--- config.mk ---
export PLATFORM = sky130hd
export DESIGN_NAME = word_pattern_replace_top
export DESIGN_NICKNAME = d
export VERILOG_FILES = /design/src/sv/wpr_pkg.sv /design/src/sv/wpr_word_mem.sv /design/src/sv/word_pattern_replace_top.sv
export SDC_FILE = /design/constraint.sdc
export NUM_CORES = 1
export LEC_CHECK = 0
export BUFFER_PORTS_ARGS = -buffer_cell sky130_fd_sc_hd__clkbuf_2
export CAP_MARGIN = 20
export CORE_MARGIN = 4
export CORE_UTILIZATION = 45
export CTS_CLUSTER_SIZE = 30
export DETAILED_ROUTE_END_ITERATION = 10
export MAX_ROUTING_LAYER = met4
export PLACE_DENSITY = 0.62
export SYNTH_ARGS = -nofsm -noshare
export SYNTH_HDL_FRONTEND = slang
export SYNTH_SLANG_ARGS = --single-unit
--- constraint.sdc ---
create_clock -name i_clk -period 4.25 [get_ports i_clk]
set_input_delay 0.85 -clock i_clk [delete_from_list [all_inputs] [get_ports i_clk]]
set_output_delay 0.85 -clock i_clk [all_outputs]
set_load 0.05 [all_outputs]
--- src/sv/wpr_pkg.sv ---
// wpr_pkg: shared types, constants and byte helpers for the word pattern replace block.
// No dependencies; imported by wpr_word_mem, word_pattern_replace_top and tb_top.
`default_nettype none

package wpr_pkg;

    localparam int WORD_MAX_DEF    = 32;
    localparam int PATTERN_MAX_DEF = 16;
    localparam int CHAR_W          = 8;
    localparam int LEN_W           = 5;    // width of the length registers
    localparam int REG_W           = 64;   // width of the configuration data
    localparam int CFG_AW          = 3;    // register index width
    localparam int BUF_BYTES       = 16;   // bytes held by a pattern or replacement pair
    localparam int BUF_IW          = 4;    // index width into such a pair

    localparam logic [CHAR_W-1:0] CH_NEWLINE = 8'd10;
    localparam logic [CHAR_W-1:0] CH_DASH    = 8'h2D;
    localparam logic [CHAR_W-1:0] CH_0       = 8'h30;
    localparam logic [CHAR_W-1:0] CH_9       = 8'h39;
    localparam logic [CHAR_W-1:0] CH_UP_A    = 8'h41;
    localparam logic [CHAR_W-1:0] CH_UP_Z    = 8'h5A;
    localparam logic [CHAR_W-1:0] CH_LO_A    = 8'h61;
    localparam logic [CHAR_W-1:0] CH_LO_Z    = 8'h7A;
    localparam logic [CHAR_W-1:0] CASE_BIT   = 8'h20;

    typedef enum logic [CFG_AW-1:0] {
        REG_PAT_LO  = 3'd0,
        REG_PAT_HI  = 3'd1,
        REG_PAT_LEN = 3'd2,
        REG_REP_LO  = 3'd3,
        REG_REP_HI  = 3'd4,
        REG_REP_LEN = 3'd5,
        REG_ICASE   = 3'd6
    } t_cfg_reg;

    typedef enum logic [2:0] {
        S_IDLE,
        S_CMP_RD,
        S_CMP_CHK,
        S_EMIT_SEL,
        S_EMIT_DAT
    } t_state;

    function automatic logic is_word(input logic [CHAR_W-1:0] c);
        return (c >= CH_0 && c <= CH_9) || (c >= CH_LO_A && c <= CH_LO_Z) ||
               (c >= CH_UP_A && c <= CH_UP_Z) || (c == CH_DASH);
    endfunction

    function automatic logic [CHAR_W-1:0] fold(input logic [CHAR_W-1:0] c,
                                               input logic icase);
        if (icase && c >= CH_UP_A && c <= CH_UP_Z) begin
            return c | CASE_BIT;
        end
        return c;
    endfunction

endpackage

`default_nettype wire

--- src/sv/wpr_word_mem.sv ---
// wpr_word_mem: word buffer, one write port and one read port with registered data.
// Depends on wpr_pkg for the byte width.
`default_nettype none

module wpr_word_mem
    import wpr_pkg::*;
#(
    parameter int DEPTH = WORD_MAX_DEF,
    parameter int AW    = $clog2(DEPTH)
) (
    input  wire logic              i_clk,
    input  wire logic              i_we,
    input  wire logic [AW-1:0]     i_waddr,
    input  wire logic [CHAR_W-1:0] i_wdata,
    input  wire logic [AW-1:0]     i_raddr,
    output logic      [CHAR_W-1:0] o_rdata
);

    logic [CHAR_W-1:0] r_mem [DEPTH];

    always_ff @(posedge i_clk) begin
        if (i_we) begin
            r_mem[i_waddr] <= i_wdata;
        end
    end

    always_ff @(posedge i_clk) begin
        o_rdata <= r_mem[i_raddr];
    end

endmodule

`default_nettype wire

--- src/sv/word_pattern_replace_top.sv ---
// word_pattern_replace_top: rewrites words of a byte stream that contain a pattern.
// Depends on wpr_pkg and wpr_word_mem.
//
//  Channel   Dir  Handshake                    Payload
//  s_axis    in   i_s_axis_tvalid/o_..tready   tdata[7:0] in_char
//  m_axis    out  o_m_axis_tvalid/i_..tready   tdata[7:0] out_char, tlast word_end
//  cfg       in   i_cfg_valid/o_cfg_ready      i_cfg_addr register index, i_cfg_data value
//
// Sequencing: a word byte is stored in S_IDLE; while no match is found yet it then starts a
//  compare run over the pattern bytes; each compare step is a buffer read (S_CMP_RD) followed
//  by one byte compare (S_CMP_CHK) in the single shared compare unit. A closing byte of a matched
//  word starts emission: each copied word byte passes S_EMIT_SEL then S_EMIT_DAT (buffer read),
//  and each replacement byte, the skip of the pattern and the newline take a step in S_EMIT_SEL.
// s_axis is ready only while the sequencer is idle; config is always ready.
// Reset is synchronous, active low; the word buffer itself is not cleared.
// A stalled m_axis holds the output register and freezes emission; the final newline
//  may still wait in the output register while the next input byte is taken.
`default_nettype none

module word_pattern_replace_top
    import wpr_pkg::*;
#(
    parameter int WORD_MAX    = WORD_MAX_DEF,
    parameter int PATTERN_MAX = PATTERN_MAX_DEF
) (
    input  wire logic              i_clk,
    input  wire logic              i_rst_n,
    // input stream
    input  wire logic              i_s_axis_tvalid,
    output logic                   o_s_axis_tready,
    input  wire logic [CHAR_W-1:0] i_s_axis_tdata,   // [7:0] in_char
    // output stream
    output logic                   o_m_axis_tvalid,
    input  wire logic              i_m_axis_tready,
    output logic      [CHAR_W-1:0] o_m_axis_tdata,   // [7:0] out_char
    output logic                   o_m_axis_tlast,   // word_end
    // configuration writes
    input  wire logic              i_cfg_valid,
    output logic                   o_cfg_ready,
    input  wire logic [CFG_AW-1:0] i_cfg_addr,
    input  wire logic [REG_W-1:0]  i_cfg_data
);

    localparam int LW = $clog2(WORD_MAX + 1);      // word length, counts to WORD_MAX
    localparam int AW = $clog2(WORD_MAX);          // buffer address
    localparam int PW = $clog2(PATTERN_MAX + 1);   // active pattern length and index
    localparam int CW = (LW > PW) ? LW : PW;       // common width for length arithmetic

    // ---------------- registers ----------------
    t_state              r_state, n_state;
    logic [REG_W-1:0]    r_pat_lo, r_pat_hi, r_rep_lo, r_rep_hi;
    logic [LEN_W-1:0]    r_pat_len, r_rep_len;
    logic                r_icase;

    logic [LW-1:0]       r_len, n_len;
    logic                r_ovf, n_ovf;
    logic                r_match, n_match;
    logic [AW-1:0]       r_mstart, n_mstart;
    logic [AW-1:0]       r_base, n_base;
    logic [PW-1:0]       r_idx, n_idx;
    logic [LW-1:0]       r_p, n_p;
    logic [LEN_W-1:0]    r_r, n_r;
    logic                r_ov, n_ov;
    logic [CHAR_W-1:0]   r_ochar, n_ochar;
    logic                r_oend, n_oend;

    // ---------------- derived values ----------------
    logic [PW-1:0]          w_plen;
    logic [LEN_W-1:0]       w_rlen;
    logic [2*REG_W-1:0]     w_pat_all, w_rep_all;
    logic [CHAR_W-1:0]      w_pat_byte, w_rep_byte, w_rdata;
    logic [AW-1:0]          w_raddr;
    logic                   w_acc, w_is_word, w_store, w_full, w_cmp_go, w_emit_go;
    logic                   w_slot_free, w_hit, w_last, w_at_end, w_at_match, w_rep_more;
    logic [LW-1:0]          w_len_inc;

    // pattern length 0 acts as 1, anything past PATTERN_MAX as PATTERN_MAX
    always_comb begin
        if (r_pat_len == '0) begin
            w_plen = PW'(1);
        end else if (r_pat_len > LEN_W'(PATTERN_MAX)) begin
            w_plen = PW'(PATTERN_MAX);
        end else begin
            w_plen = PW'(r_pat_len);
        end
    end

    assign w_rlen     = (r_rep_len > LEN_W'(BUF_BYTES)) ? LEN_W'(BUF_BYTES) : r_rep_len;
    assign w_pat_all  = {r_pat_hi, r_pat_lo};
    assign w_rep_all  = {r_rep_hi, r_rep_lo};
    assign w_pat_byte = w_pat_all[CHAR_W*BUF_IW'(r_idx) +: CHAR_W];
    assign w_rep_byte = w_rep_all[CHAR_W*BUF_IW'(r_r) +: CHAR_W];

    assign o_s_axis_tready = (r_state == S_IDLE);
    assign o_cfg_ready     = 1'b1;
    assign w_acc           = i_s_axis_tvalid && o_s_axis_tready;
    assign w_is_word       = is_word(i_s_axis_tdata);
    assign w_full          = (r_len == LW'(WORD_MAX));
    assign w_store         = w_acc && w_is_word && !r_ovf && !w_full;
    assign w_len_inc       = r_len + LW'(1);
    assign w_cmp_go        = w_store && !r_match && (CW'(w_len_inc) >= CW'(w_plen));
    assign w_emit_go       = w_acc && !w_is_word && (r_len != '0) && !r_ovf && r_match;

    assign w_slot_free = !r_ov || i_m_axis_tready;
    // shared compare unit: one buffered byte against one pattern byte
    assign w_hit       = fold(w_rdata, r_icase) == fold(w_pat_byte, r_icase);
    assign w_last      = (r_idx == w_plen - PW'(1));
    assign w_at_end    = (r_p == r_len);
    assign w_at_match  = (r_p == LW'(r_mstart));
    assign w_rep_more  = (r_r < w_rlen);

    assign w_raddr = (r_state == S_CMP_RD || r_state == S_CMP_CHK) ?
                     AW'(r_base + AW'(r_idx)) : AW'(r_p);

    wpr_word_mem #(
        .DEPTH (WORD_MAX),
        .AW    (AW)
    ) u_mem (
        .i_clk   (i_clk),
        .i_we    (w_store),
        .i_waddr (AW'(r_len)),
        .i_wdata (i_s_axis_tdata),
        .i_raddr (w_raddr),
        .o_rdata (w_rdata)
    );

    // ---------------- next state ----------------
    always_comb begin
        n_state = r_state;
        unique case (r_state)
            S_IDLE: begin
                if (w_cmp_go) begin
                    n_state = S_CMP_RD;
                end else if (w_emit_go) begin
                    n_state = S_EMIT_SEL;
                end
            end
            S_CMP_RD: begin
                n_state = S_CMP_CHK;
            end
            S_CMP_CHK: begin
                n_state = (!w_hit || w_last) ? S_IDLE : S_CMP_RD;
            end
            S_EMIT_SEL: begin
                if (w_at_end) begin
                    if (w_slot_free) begin
                        n_state = S_IDLE;
                    end
                end else if (!w_at_match) begin
                    n_state = S_EMIT_DAT;
                end
            end
            S_EMIT_DAT: begin
                if (w_slot_free) begin
                    n_state = S_EMIT_SEL;
                end
            end
            default: n_state = S_IDLE;
        endcase
    end

    // ---------------- datapath and outputs ----------------
    always_comb begin
        n_len    = r_len;
        n_ovf    = r_ovf;
        n_match  = r_match;
        n_mstart = r_mstart;
        n_base   = r_base;
        n_idx    = r_idx;
        n_p      = r_p;
        n_r      = r_r;
        n_ov     = r_ov && !i_m_axis_tready;
        n_ochar  = r_ochar;
        n_oend   = r_oend;
        unique case (r_state)
            S_IDLE: begin
                if (w_acc && w_is_word) begin
                    if (w_store) begin
                        n_len  = w_len_inc;
                        n_base = AW'(CW'(w_len_inc) - CW'(w_plen));
                        n_idx  = '0;
                    end else if (!r_ovf) begin
                        n_ovf = 1'b1;      // word longer than the buffer
                    end
                end else if (w_emit_go) begin
                    n_p = '0;
                    n_r = '0;
                end else if (w_acc) begin
                    n_len    = '0;
                    n_ovf    = 1'b0;
                    n_match  = 1'b0;
                    n_mstart = '0;
                end
            end
            S_CMP_RD: begin
            end
            S_CMP_CHK: begin
                if (w_hit && w_last) begin
                    n_match  = 1'b1;
                    n_mstart = r_base;
                end else if (w_hit) begin
                    n_idx = r_idx + PW'(1);
                end
            end
            S_EMIT_SEL: begin
                if (w_at_end) begin
                    if (w_slot_free) begin
                        n_ov     = 1'b1;
                        n_ochar  = CH_NEWLINE;
                        n_oend   = 1'b1;
                        n_len    = '0;
                        n_ovf    = 1'b0;
                        n_match  = 1'b0;
                        n_mstart = '0;
                    end
                end else if (w_at_match) begin
                    if (!w_rep_more) begin
                        n_p = LW'(CW'(r_p) + CW'(w_plen));   // skip the occurrence
                    end else if (w_slot_free) begin
                        n_ov    = 1'b1;
                        n_ochar = w_rep_byte;
                        n_oend  = 1'b0;
                        n_r     = r_r + LEN_W'(1);
                    end
                end
            end
            S_EMIT_DAT: begin
                if (w_slot_free) begin
                    n_ov    = 1'b1;
                    n_ochar = w_rdata;
                    n_oend  = 1'b0;
                    n_p     = r_p + LW'(1);
                end
            end
            default: begin
            end
        endcase
    end

    always_ff @(posedge i_clk) begin
        if (!i_rst_n) begin
            r_state  <= S_IDLE;
            r_len    <= '0;
            r_ovf    <= 1'b0;
            r_match  <= 1'b0;
            r_mstart <= '0;
            r_ov     <= 1'b0;
        end else begin
            r_state  <= n_state;
            r_len    <= n_len;
            r_ovf    <= n_ovf;
            r_match  <= n_match;
            r_mstart <= n_mstart;
            r_ov     <= n_ov;
        end
    end

    always_ff @(posedge i_clk) begin
        r_base  <= n_base;
        r_idx   <= n_idx;
        r_p     <= n_p;
        r_r     <= n_r;
        r_ochar <= n_ochar;
        r_oend  <= n_oend;
    end

    // configuration registers
    always_ff @(posedge i_clk) begin
        if (!i_rst_n) begin
            r_pat_lo  <= '0;
            r_pat_hi  <= '0;
            r_pat_len <= LEN_W'(1);
            r_rep_lo  <= '0;
            r_rep_hi  <= '0;
            r_rep_len <= LEN_W'(1);
            r_icase   <= 1'b0;
        end else if (i_cfg_valid && o_cfg_ready) begin
            unique case (t_cfg_reg'(i_cfg_addr))
                REG_PAT_LO:  r_pat_lo  <= i_cfg_data;
                REG_PAT_HI:  r_pat_hi  <= i_cfg_data;
                REG_PAT_LEN: r_pat_len <= i_cfg_data[LEN_W-1:0];
                REG_REP_LO:  r_rep_lo  <= i_cfg_data;
                REG_REP_HI:  r_rep_hi  <= i_cfg_data;
                REG_REP_LEN: r_rep_len <= i_cfg_data[LEN_W-1:0];
                REG_ICASE:   r_icase   <= i_cfg_data[0];
                default: begin
                end
            endcase
        end
    end

    assign o_m_axis_tvalid = r_ov;
    assign o_m_axis_tdata  = r_ochar;
    assign o_m_axis_tlast  = r_oend;

    // ---------------- assertions ----------------
    a_len_bound: assert property (@(posedge i_clk) disable iff (!i_rst_n)
        r_len <= LW'(WORD_MAX))
        else $error("word length past buffer depth");

    a_emit_word: assert property (@(posedge i_clk) disable iff (!i_rst_n)
        (r_state == S_EMIT_SEL || r_state == S_EMIT_DAT) |-> (r_match && !r_ovf && r_len != '0))
        else $error("emitting a word that has no match");

    a_emit_pos: assert property (@(posedge i_clk) disable iff (!i_rst_n)
        (r_state == S_EMIT_SEL || r_state == S_EMIT_DAT) |-> r_p <= r_len)
        else $error("emit position past word end");

    a_cmp_range: assert property (@(posedge i_clk) disable iff (!i_rst_n)
        (r_state == S_CMP_RD) |-> (CW'(r_base) + CW'(r_idx) < CW'(r_len)))
        else $error("compare reads outside the stored word");

    a_newline: assert property (@(posedge i_clk) disable iff (!i_rst_n)
        (o_m_axis_tvalid && o_m_axis_tlast) |-> (o_m_axis_tdata == CH_NEWLINE))
        else $error("word end without newline");

    a_end_clears: assert property (@(posedge i_clk) disable iff (!i_rst_n)
        (r_state == S_EMIT_SEL && w_at_end && w_slot_free) |=> (r_len == '0 && !r_match))
        else $error("word state not cleared after emission");

endmodule

`default_nettype wire

==> results.sh <==
export IMPL_outcome="complete, no violations"
export IMPL_stdcell_area_mm2=0.02801
export IMPL_rsz0062_at_grt="false"
export IMPL_clockBufferDepth=3
export IMPL_period_needed_ps=3722
export IMPL_numClockSinks=578
export IMPL_end_kind="register"
export IMPL_hold_start="r_rep_hi[49]$_SDFFE_PN0P_"
export IMPL_nNetsFinal=2329
export IMPL_worstSetupStartpointType="register"
export IMPL_ys_ff_latch=578
export IMPL_finalHoldViolCount=0
export IMPL_synth_distinct_cells=58
export IMPL_ctsResizeCount=0
export IMPL_initialDrtViolationCount=1509
export IMPL_cts_inserted_buffers=58
export IMPL_dieArea_mm2=0.05843
export IMPL_post_route_util_pct=51.95
export IMPL_slew_viol_final=0
export IMPL_ant_nets=0
export IMPL_numPortBuffers=90
export IMPL_internal_power_mw=10.95
export IMPL_cts_tree="done"
export IMPL_setup_viol_count_final=0
export IMPL_core_area_mm2=0.05392
export IMPL_power_frac_comb_pct=26.2
export IMPL_num_vias=16750
export IMPL_synth_top_flop_cell="dfxtp_1"
export IMPL_pwr_share_clk_pct=33.6
export IMPL_slew_headroom_pct=39.99
export IMPL_io_pins=92
export IMPL_postSynth_asyncResetShare_pct=0
export IMPL_finalClockSkew_ps=39.06
export IMPL_grt_max_degree=133
export IMPL_cts_setup_buffers=0
export IMPL_crit_type="register to register"
export IMPL_worst_slack_ps=528.2
export IMPL_syn_to_final_growth_pct=13.96
export IMPL_period_share_pct=87.57
export IMPL_placedInstanceArea_mm2=0.02602
export IMPL_die_h_um=241.7
export IMPL_hp_class="register to register"
export IMPL_ys_warnings_count=0
export IMPL_hold_ws_ps=451.1
export IMPL_path_clk_slew_ps=60
export IMPL_startpoint="r_idx[0]$_SDFFCE_PN0P_"
export IMPL_floorplan_rows=85
export IMPL_syn_cell_area_mm2=0.02458
export IMPL_grt_pass1_wl_um=98380
export IMPL_critPathMaxFanout=43
export IMPL_synth_top_area_share_pct=34.94
export IMPL_pre_cts_slack_ps=444.8
export IMPL_worstPathArrival_ps=4070
export IMPL_timing_rr_start="r_idx[0]$_SDFFCE_PN0P_"
export IMPL_ir_drop_mv=0.5798
export IMPL_yosysSeqAreaShare_pct=58.72
export IMPL_synth_commonest_cells="nand2_1 (580), dfxtp_1 (292), edfxtp_1 (286)"
export IMPL_cts_hold_buffers_added=0
export IMPL_routed_via_density=5.645
export IMPL_netSwitchingPower_mw=4.657
export IMPL_wl_um=63450
export IMPL_worst_slew_pin_slew_ps=899.2
export IMPL_seqPwrFrac_pct=40.1
export IMPL_overflow=0
export IMPL_htreeDepth=2
export IMPL_drc=0
export IMPL_r2r_setup_slack_ps=530
export IMPL_slowest_stage="mux4_1"
export IMPL_use_met2_pct=33.86
export IMPL_syn_nets=2243
export IMPL_grtUsageMet3_pct=4.088
export IMPL_grt_use_total_pct=22.06
export IMPL_busiest_layer="met2"
export IMPL_antenna_found_initial=3
export IMPL_cts_root_buf="clkbuf_16"
export IMPL_cap_violations=0
export IMPL_synth_area_leaders="edfxtp_1 (35%), dfxtp_1 (24%), mux4_2 (12%)"
export IMPL_p_per_area_mw_per_mm2=557.1
export IMPL_leakagePower_nw=9.574
export IMPL_globalplace_congestion=0.8863
export IMPL_place_hpwl_um=42670
export IMPL_synth_edf_count=286
export IMPL_swShare_pct=29.84
export IMPL_use_met1_pct=30.58
export IMPL_start_util_pct=45.59
export IMPL_synth_most_common_cell="nand2_1"
export IMPL_drive_gt1_share_pct=18.29
export IMPL_synth_top_area_cell="edfxtp_1"
export IMPL_firstDrtPassIters=5
export IMPL_grt_pass1_vias=16370
export IMPL_syn_avg_cell_area_um2=11.51
export IMPL_wl_per_cell_um=21.39
export IMPL_worst_ep_required_time_ps=4600
export IMPL_netlist_instances=2135
export IMPL_finalSetupTns_ps=0
export IMPL_path_cells="buf_12 -> mux4_1 -> mux4_2 -> or4_1 -> a31oi_1 -> xnor2_1 -> nand2_1 -> o21ai_0 -> buf_4"
export IMPL_insertion_delay_ps=640
export IMPL_slowest_delay_ps=600
export IMPL_max_clock_freq_mhz=268.7
export IMPL_dieWidth_um=241.7
==> metrics by stage <==
step	instances	power, mW
after floorplan	2135	9.237
after global placement	2856	10.45
after detailed placement	2856	10.50
after CTS	2964	15.75
after global routing	2967	16.33
final	2967	15.61
==> routing by layer <==
metal,vias up,part of all wire (%)
li1,7784,-
met5,-,0
met3,103,6.6
met4,0,2.4
met2,528,47
met1,8333,44
==> cell type report <==
type,instances,area (um^2)
sequential,578,14430
tap,696,870.8
fill,4585,25910
timing repair buffer,160,1051
multi-input combinational,1397,9562
clock buffer,84,1650
antenna,2,5.005
inverter,26,105.1
clock inverter,24,335.3
==> flip-flops by register name, indices dropped and copies added (netlist names), 5 cells and up <==
| signal | count |
|---|---|
| r_pat_len | 5 |
| r_rep_lo | 64 |
| r_rep_hi | 64 |
| r_idx | 5 |
| r_pat_lo | 64 |
| u_mem.o_rdata | 8 |
| u_mem.r_mem | 256 |
| r_base | 5 |
| r_r | 5 |
| r_pat_hi | 64 |
| o_m_axis_tdata | 8 |
| r_p | 6 |
| r_mstart | 5 |
| r_rep_len | 5 |
| r_len | 6 |
==> cell families (layout without fill, tap and decap cells) <==
| family | after synthesis | count (layout) | share of synthesized area [%] |
|---|---|---|---|
| multiplexers | 199 | 199 | 14.96 |
| XOR/XNOR | 48 | 48 | 1.710 |
| adder cells (fa/ha/maj) | 28 | 28 | 1.517 |
| other | 1 | 3 | 0.01526 |
| AO/OA/AOI/OAI | 370 | 370 | 8.144 |
| buffers and inverters | 160 | 294 | 2.642 |
| flip-flops | 578 | 578 | 58.72 |
| AND/OR/NAND/NOR | 751 | 751 | 12.29 |
==> worst max-delay path, delay by kind of cell (launching register included) <==
kind            cells  cell delay, ps
compound gates      2             470
xor+xnor            1             230
buf+inv             2             480
flops               1             440
mux                 2            1130
simple gates        2             620
==> cell usage in the layout, fill, tap and decap left out, types with 9 or more instances in the layout <==
cell type	synthesis	final
inv_1	23	23
edfxtp_1	286	286
mux2_2	16	16
clkbuf_16	0	59
nand3_1	16	14
xor2_1	18	18
mux4_2	128	128
o211ai_1	12	12
a21o_1	11	11
clkbuf_1	107	17
o21ai_0	33	32
clkbuf_2	0	90
nor3_1	15	14
ha_1	25	25
dfxtp_1	292	292
nor2_1	92	92
buf_4	1	63
nand2_1	580	578
xnor2_1	30	30
clkinv_2	0	9
mux2i_1	51	49
a21oi_1	280	280
==> power by group through the flow <==
stage	combinational (mW)	clock [mW]	sequential, mW
5_1_grt	4.45	5.60	6.28
6_report	4.09	5.25	6.26
4_1_cts	4.14	5.35	6.26
3_5_place_dp	4.12	0	6.38
2_1_floorplan	2.96	0	6.28
3_3_place_gp	4.07	0	6.38
==> worst paths after layout <==
kind / to / cells past startpoint
worst min register to register: r_rep_hi[49]$_SDFFE_PN0P_ / 2
worst max register to register: r_idx[1]$_SDFFCE_PN0P_ / 9
worst max-delay path: r_idx[1]$_SDFFCE_PN0P_ / 9
worst min-delay path: r_rep_hi[49]$_SDFFE_PN0P_ / 2
No activity file was read; power rests on OpenSTA's default activity.
